`src/hdl/fdrv_pkg.sv`:
```
`timescale 1ns / 1ps
package fdrv_pkg;

  localparam int NUM_W  = 32;
  localparam int SIZE_W = 24;
  localparam int DESC_W = NUM_W + SIZE_W;
  localparam int MARK_W = 16;
  localparam int LVL_W  = 5;
  localparam int CFG_W  = 5;

  localparam logic [MARK_W-1:0] SOI_MARK       = 16'hFFD8;
  localparam logic [MARK_W-1:0] EOI_MARK       = 16'hFFD9;
  localparam logic [SIZE_W-1:0] MIN_FRAME_SIZE = 24'd4;

  localparam logic MODE_ENQ = 1'b0;
  localparam logic MODE_DEQ = 1'b1;

  localparam logic [1:0] ST_OK      = 2'd0;
  localparam logic [1:0] ST_EMPTY   = 2'd1;
  localparam logic [1:0] ST_INVALID = 2'd2;

  localparam logic REG_DEPTH  = 1'b0;
  localparam logic REG_THRESH = 1'b1;

  typedef struct packed {
    logic [1:0]       status;
    logic             dropped;
    logic [LVL_W-1:0] fill;
    logic             above;
  } res_t;

endpackage

```
`src/hdl/fdrv_ram.sv`:
```
`timescale 1ns / 1ps
module fdrv_ram #(
  parameter int WIDTH = 8,
  parameter int DEPTH = 16
) (
  input  logic                     clk_i,
  input  logic                     we_i,
  input  logic                     re_i,
  input  logic [$clog2(DEPTH)-1:0] addr_i,
  input  logic [WIDTH-1:0]         wdata_i,
  output logic [WIDTH-1:0]         rdata_o
);

  logic [WIDTH-1:0] mem_q [DEPTH];
  logic [WIDTH-1:0] rdata_q;

  always_ff @(posedge clk_i) begin
    if (we_i) begin
      mem_q[addr_i] <= wdata_i;
    end
    if (re_i) begin
      rdata_q <= mem_q[addr_i];
    end
  end

  assign rdata_o = rdata_q;

endmodule

```
`src/hdl/fdrv_ctrl.sv`:
```
`timescale 1ns / 1ps
module fdrv_ctrl #(
  parameter int MAX_DEPTH = 16
) (
  input  logic                         clk_i,
  input  logic                         rst_ni,
  input  logic [fdrv_pkg::CFG_W-1:0]   depth_i,
  input  logic [fdrv_pkg::CFG_W-1:0]   thresh_i,
  input  logic                         clear_i,
  input  logic                         go_i,
  input  logic                         mode_i,
  input  logic                         frame_ok_i,
  output fdrv_pkg::res_t               res_o,
  output logic                         ram_we_o,
  output logic                         ram_re_o,
  output logic [$clog2(MAX_DEPTH)-1:0] ram_addr_o
);

  import fdrv_pkg::*;

  localparam int IDX_W = $clog2(MAX_DEPTH);
  localparam int DCAP  = (MAX_DEPTH < 31) ? MAX_DEPTH : 31;
  localparam int NW    = ((IDX_W > LVL_W) ? IDX_W : LVL_W) + 1;
  localparam logic [LVL_W-1:0] DCAP_L = LVL_W'(DCAP);

  logic [IDX_W-1:0] wr_idx_q, wr_idx_d;
  logic [IDX_W-1:0] rd_idx_q, rd_idx_d;
  logic [LVL_W-1:0] cnt_q, cnt_d;
  logic [LVL_W-1:0] depth;
  logic [IDX_W-1:0] wr_next, rd_next;
  logic [NW-1:0]    wr_inc, rd_inc;
  logic             full;

  // zero runs as depth one, anything above the ring size saturates
  always_comb begin
    depth = depth_i;
    if (depth_i == '0) begin
      depth = LVL_W'(1);
    end else if (depth_i > DCAP_L) begin
      depth = DCAP_L;
    end
  end

  assign wr_inc  = NW'(wr_idx_q) + NW'(1);
  assign rd_inc  = NW'(rd_idx_q) + NW'(1);
  assign wr_next = (wr_inc >= NW'(depth)) ? '0 : wr_inc[IDX_W-1:0];
  assign rd_next = (rd_inc >= NW'(depth)) ? '0 : rd_inc[IDX_W-1:0];
  assign full    = (cnt_q >= depth);

  always_comb begin
    wr_idx_d   = wr_idx_q;
    rd_idx_d   = rd_idx_q;
    cnt_d      = cnt_q;
    res_o      = '0;
    ram_we_o   = 1'b0;
    ram_re_o   = 1'b0;
    ram_addr_o = wr_idx_q;
    if (mode_i == MODE_ENQ) begin
      if (!frame_ok_i) begin
        res_o.status = ST_INVALID;
      end else begin
        ram_we_o = go_i;
        wr_idx_d = wr_next;
        if (full) begin
          // overwrite the oldest slot
          rd_idx_d      = rd_next;
          res_o.dropped = 1'b1;
        end else begin
          cnt_d = cnt_q + LVL_W'(1);
        end
      end
    end else begin
      ram_addr_o = rd_idx_q;
      if (cnt_q == '0) begin
        res_o.status = ST_EMPTY;
      end else begin
        ram_re_o = go_i;
        rd_idx_d = rd_next;
        cnt_d    = cnt_q - LVL_W'(1);
      end
    end
    res_o.fill  = cnt_d;
    res_o.above = (cnt_d >= thresh_i);
  end

  always_ff @(posedge clk_i or negedge rst_ni) begin
    if (!rst_ni) begin
      wr_idx_q <= '0;
      rd_idx_q <= '0;
      cnt_q    <= '0;
    end else if (clear_i) begin
      wr_idx_q <= '0;
      rd_idx_q <= '0;
      cnt_q    <= '0;
    end else if (go_i) begin
      wr_idx_q <= wr_idx_d;
      rd_idx_q <= rd_idx_d;
      cnt_q    <= cnt_d;
    end
  end

endmodule

```
`src/hdl/frame_descriptor_ring_validated.sv`:
```
`timescale 1ns / 1ps
// Ring of frame descriptors (frame number, byte size) held in one descriptor
// RAM of MAX_DEPTH entries, of which queue_depth are in use. An enqueue is
// checked for a JPEG frame (size at least 4, markers FFD8 and FFD9); a valid
// one is written into the RAM in its transfer cycle and a full ring loses its
// oldest entry. A dequeue reads the oldest slot. The result of an enqueue, a
// rejected frame or a dequeue of an empty ring appears in the output register
// in the cycle after the input transfer; a new item can be taken in the cycle
// the output is accepted. A dequeue that returns an entry passes the RAM's
// registered read, then the output register, and takes no input meanwhile.
// Writing queue_depth empties the ring; no clearing pass follows reset.
module frame_descriptor_ring_validated #(
  parameter int MAX_DEPTH = 16
) (
  input  logic                           clk_i,
  input  logic                           rst_ni,
  input  logic                           cfg_we_i,
  input  logic                           cfg_index_i,
  input  logic [fdrv_pkg::CFG_W-1:0]     cfg_data_i,
  input  logic                           in_valid_i,
  output logic                           in_ready_o,
  input  logic                           mode_i,
  input  logic [fdrv_pkg::NUM_W-1:0]     frame_number_i,
  input  logic [fdrv_pkg::SIZE_W-1:0]    frame_size_i,
  input  logic [fdrv_pkg::MARK_W-1:0]    start_marker_i,
  input  logic [fdrv_pkg::MARK_W-1:0]    end_marker_i,
  output logic                           out_valid_o,
  input  logic                           out_ready_i,
  output logic [1:0]                     status_o,
  output logic                           dropped_oldest_o,
  output logic [fdrv_pkg::NUM_W-1:0]     out_frame_number_o,
  output logic [fdrv_pkg::SIZE_W-1:0]    out_frame_size_o,
  output logic [fdrv_pkg::LVL_W-1:0]     fill_level_o,
  output logic                           above_threshold_o
);

  import fdrv_pkg::*;

  localparam int IDX_W = $clog2(MAX_DEPTH);

  logic [CFG_W-1:0]  depth_q, thresh_q;
  logic              clear;
  logic              acc, frame_ok;
  res_t              res;
  logic              ram_we, ram_re;
  logic [IDX_W-1:0]  ram_addr;
  logic [DESC_W-1:0] ram_rdata;
  logic              pend_q;
  logic              out_valid_q;
  res_t              res_q;
  logic [NUM_W-1:0]  onum_q;
  logic [SIZE_W-1:0] osize_q;

  assign clear = cfg_we_i && (cfg_index_i == REG_DEPTH);

  always_ff @(posedge clk_i or negedge rst_ni) begin
    if (!rst_ni) begin
      depth_q  <= CFG_W'(16);
      thresh_q <= CFG_W'(5);
    end else if (cfg_we_i) begin
      if (cfg_index_i == REG_DEPTH) begin
        depth_q <= cfg_data_i;
      end
      if (cfg_index_i == REG_THRESH) begin
        thresh_q <= cfg_data_i;
      end
    end
  end

  assign in_ready_o = !pend_q && (!out_valid_q || out_ready_i);
  assign acc        = in_valid_i && in_ready_o;
  assign frame_ok   = (frame_size_i >= MIN_FRAME_SIZE) && (start_marker_i == SOI_MARK) &&
                      (end_marker_i == EOI_MARK);

  fdrv_ctrl #(
    .MAX_DEPTH(MAX_DEPTH)
  ) u_ctrl (
    .clk_i      (clk_i),
    .rst_ni     (rst_ni),
    .depth_i    (depth_q),
    .thresh_i   (thresh_q),
    .clear_i    (clear),
    .go_i       (acc),
    .mode_i     (mode_i),
    .frame_ok_i (frame_ok),
    .res_o      (res),
    .ram_we_o   (ram_we),
    .ram_re_o   (ram_re),
    .ram_addr_o (ram_addr)
  );

  fdrv_ram #(
    .WIDTH(DESC_W),
    .DEPTH(MAX_DEPTH)
  ) u_ram (
    .clk_i   (clk_i),
    .we_i    (ram_we),
    .re_i    (ram_re),
    .addr_i  (ram_addr),
    .wdata_i ({frame_number_i, frame_size_i}),
    .rdata_o (ram_rdata)
  );

  always_ff @(posedge clk_i or negedge rst_ni) begin
    if (!rst_ni) begin
      pend_q      <= 1'b0;
      out_valid_q <= 1'b0;
    end else begin
      pend_q <= acc && ram_re;
      if (pend_q || (acc && !ram_re)) begin
        out_valid_q <= 1'b1;
      end else if (out_ready_i) begin
        out_valid_q <= 1'b0;
      end
    end
  end

  // hold the status fields while the descriptor read completes
  always_ff @(posedge clk_i) begin
    if (acc) begin
      res_q   <= res;
      onum_q  <= '0;
      osize_q <= '0;
    end else if (pend_q) begin
      onum_q  <= ram_rdata[DESC_W-1:SIZE_W];
      osize_q <= ram_rdata[SIZE_W-1:0];
    end
  end

  assign out_valid_o        = out_valid_q;
  assign status_o           = res_q.status;
  assign dropped_oldest_o   = res_q.dropped;
  assign fill_level_o       = res_q.fill;
  assign above_threshold_o  = res_q.above;
  assign out_frame_number_o = onum_q;
  assign out_frame_size_o   = osize_q;

  a_pend_blocks_input : assert property (@(posedge clk_i) disable iff (!rst_ni)
    pend_q |-> !in_ready_o && !out_valid_q)
    else $error("input taken while a descriptor read is outstanding");

  a_read_delivers : assert property (@(posedge clk_i) disable iff (!rst_ni)
    acc && ram_re |=> pend_q ##1 out_valid_q)
    else $error("dequeue read did not reach the output register");

  a_empty_no_data : assert property (@(posedge clk_i) disable iff (!rst_ni)
    out_valid_q && (res_q.status != ST_OK) |-> (onum_q == '0) && (osize_q == '0) &&
    !res_q.dropped)
    else $error("data or drop flag on a failed operation");

  a_drop_at_full : assert property (@(posedge clk_i) disable iff (!rst_ni)
    out_valid_q && res_q.dropped |-> (res_q.fill != '0) && (res_q.status == ST_OK))
    else $error("oldest entry dropped with an empty ring");

endmodule
```
`config.mk`:
```
export PLATFORM = sky130hd
export DESIGN_NAME = frame_descriptor_ring_validated
export DESIGN_NICKNAME = d
export VERILOG_FILES = /design/src/hdl/fdrv_pkg.sv /design/src/hdl/fdrv_ram.sv /design/src/hdl/fdrv_ctrl.sv /design/src/hdl/frame_descriptor_ring_validated.sv
export SDC_FILE = /design/constraint.sdc
export NUM_CORES = 1
export LEC_CHECK = 0
export BUFFER_PORTS_ARGS = -buffer_cell sky130_fd_sc_hd__buf_2
export CORE_ASPECT_RATIO = 1.25
export CORE_MARGIN = 3
export CORE_UTILIZATION = 66
export DETAILED_ROUTE_END_ITERATION = 12
export PLACE_DENSITY_LB_ADDON = 0.08
export SYNTH_ARGS = -nofsm -noshare
export SYNTH_HDL_FRONTEND = slang
export SYNTH_SLANG_ARGS = --single-unit
```
`constraint.sdc`:
```
create_clock -name clk_i -period 9.7 [get_ports clk_i]
set_input_delay 0 -clock clk_i [delete_from_list [all_inputs] [get_ports clk_i]]
set_output_delay 0 -clock clk_i [all_outputs]
set_load 0.05 [all_outputs]
```
==> flow_metrics.env <==
export IMPL_io_buffers=166
export IMPL_synth_flop_cell="edfxtp_1"
export IMPL_cap_violations=0
export IMPL_routedWlPerCell_um=28.2
export IMPL_cellPowerDensity_mw_per_mm2=219
export IMPL_critical_path_top_delay_family="simple AND/OR/NAND/NOR gates"
export IMPL_worst_setup_path_type="input pin to flop"
export IMPL_crit_slowest_cell="nor2_4"
export IMPL_cpMostUsedCell="dlygate4sd3_1"
export IMPL_die_h_um=282
export IMPL_period_share=0.477
export IMPL_synth_nets=2134
export IMPL_die_area_mm2=0.0639
export IMPL_stdcell_area_mm2=0.0457
export IMPL_clockBufferDepth=3
export IMPL_first_iter_violations=2339
export IMPL_final_common_cell="edfxtp_1"
export IMPL_clock_latency_ns=0.64
export IMPL_startpoint_type="input pin"
export IMPL_drc=0
export IMPL_max_stage_delay_ns=1.02
export IMPL_start_util=0.670
export IMPL_h_tree_depth=3
export IMPL_hold_violations=0
export IMPL_worst_pin_slew_ns=1.15
export IMPL_yosys_warnings=0
export IMPL_crit_arrival_ns=4.90
export IMPL_dr_pass1_iters=5
export IMPL_worstPathRequired_ns=9.97
export IMPL_syn_area_per_cell_um2=20.0
export IMPL_antenna_left=0
export IMPL_grt_max_degree=89
export IMPL_hold_class="input pin to flop"
export IMPL_status="finished clean"
export IMPL_track_usage=0.287
export IMPL_final_cell_mix="edfxtp_1 (961), mux4_2 (224), buf_2 (166), nand2_1 (144), clkbuf_16 (96)"
export IMPL_cts_tree="yes"
export IMPL_setup_tns_ns=0
export IMPL_synth_edff_count=961
export IMPL_setup_viol=0
export IMPL_final_min_clock_period_ns=4.63
export IMPL_drive_gt1_frac=0.258
export IMPL_synth_yosys_seq_area_share=0.762
export IMPL_holdWs_ns=0.0441
export IMPL_cp_cell_sequence="dlygate4sd3_1, buf_2, or4b_4, dlygate4sd3_1, nor4_4, o2111ai_2, nor2_1, nand3_1, nor2_4, buf_4"
export IMPL_crit_buf_inv=4
export IMPL_critical_path_endpoint_type="flop"
export IMPL_slew_viol_final=0
export IMPL_num_vias=20591
export IMPL_synthArstFlopShare=0.0240
export IMPL_cp_max_fo=29
export IMPL_netlist_instances=2010
export IMPL_rsz0062_at_grt="false"
export IMPL_pin_count=167
export IMPL_synth_area_mm2=0.0402
export IMPL_root_buffer="clkbuf_16"
export IMPL_p_leak_nw=14.9
export IMPL_dp_hpwl_um=45000
export IMPL_post_drt_via_cell_ratio=6.57
export IMPL_antenna_found_initial=4
export IMPL_fmaxAchievable_mhz=216
export IMPL_cts_setup_buffers=0
export IMPL_die_w_um=227
export IMPL_fp_row_count=100
export IMPL_core_mm2=0.0599
export IMPL_clkTransAtPathRegs_ns=0.06
export IMPL_cts_sinks=1042
export IMPL_cts_buffers=93
export IMPL_ir_drop_uv=181
export IMPL_gp_congestion=0.776
export IMPL_fin_nets=2412
export IMPL_area_growth_pct=13.8
export IMPL_overflow=0
export IMPL_synth_cell_types=61
export IMPL_ys_ff_latch=1042
export IMPL_slew_headroom=0.232
export IMPL_wirelength_um=88500
export IMPL_grt_pass1_wl_um=134000
export IMPL_grt_pass1_vias=21713
export IMPL_dpl_cell_area_mm2=0.0419
export IMPL_final_setup_skew_ns=0.0167
## per-layer routing
metal  GRT usage  share of wire
met1       0.385           0.38
met2       0.492           0.53
met3      0.0392          0.067
met4       0.104          0.029
met5           0        0.00023
## worst min-delay path: stages
cell     delay [ns]
buf_2          0.25
nand2_1        0.29
nor2_1         0.08
## cell type report
type	instances	area, µm²
sequential	1042	30600
fill	3268	14200
multi-input combinational	846	9140
clock buffer	129	2590
timing repair buffer	289	1980
tap	765	957
clock inverter	46	379
inverter	16	60.1
antenna	3	7.51
## flip-flops by register name, summed over array words and instances (netlist names), 4 cells and up
register	cells
u_ram.rdata_o	56
u_ctrl.rd_idx_q	4
out_frame_size_o	24
out_frame_number_o	32
fill_level_o	5
u_ctrl.wr_idx_q	4
u_ctrl.cnt_q	5
u_ram.mem_q	896
thresh_q	5
depth_q	5
## stage by stage
stage	std cells	worst slack, ns	util	power (mW)
after floorplan	2010	3.04	-	6.17
after global placement	2873	5.04	0.699	6.47
after detailed placement	2873	4.97	0.699	6.51
after CTS	3133	4.94	0.763	10.1
after global routing	3135	4.69	0.763	10.4
final	3136	5.07	0.763	10.0
## kinds of logic after synthesis
family / share of synthesized area
buffers and inverters: 0.0148
xor gates and xnor gates: 0.000872
AOI/OAI and AO/OA: 0.0283
muxes: 0.144
adders and majority gates: 0.00748
DFF: 0.762
and+or+nand+nor: 0.0426
## synth_stat cells, drive strengths merged (3+ instances only)
library cell,instances,area (µm²)
clkbuf,56,210
dfxtp,56,1120
o211ai,4,30.0
nor2,87,327
a22o,4,35.0
xnor2,3,26.3
inv,15,56.3
and2,58,363
a211oi,57,428
nand3,9,45.0
mux4,224,5040
edfxtp,961,28900
and3,3,18.8
nand4b,5,43.8
nor4,9,77.6
mux2i,62,621
o21ai,10,50.1
buf,50,324
mux2,10,116
a21o,3,22.5
or4b,3,33.8
nand2,144,541
nand4,7,43.8
nor3,9,50.1
a31oi,59,369
a21oi,13,65.1
dfrtp,22,551
nand2b,6,37.5
o22ai,3,18.8
ha,24,300
o21a,3,22.5
nor2b,7,43.8
dfstp,3,78.8
## path summary, 6_finish.rpt
check | start | end | slack [ns] | depth (start not counted)
min reg2reg | u_ram.rdata_o[9] | out_frame_size_o[9] | 0.48 | 2
max in group asynchronous | rst_ni | pend_q | 7.57 | 4
max reg2reg | u_ctrl.rd_idx_q[0] | u_ram.mem_q[13][21] | 5.09 | 5
min in group asynchronous | rst_ni | thresh_q[0] | 0.46 | 3
min | mode_i | pend_q | 0.04 | 3
max | start_marker_i[0] | u_ram.mem_q[12][38] | 5.07 | 10
## power by group
part	internal (mW)	total (mW)	switching, mW
logic	0.489	1.31	0.816
clock network	2.00	3.58	1.57
registers	5.05	5.14	0.0894
total	7.54	10.0	2.48
## timing repair
action	in CTS	in global routing
resized for setup	0	0
hold buffers	85	0
hold endpoints to repair	940	0
Power figures use the tool's default switching activity.
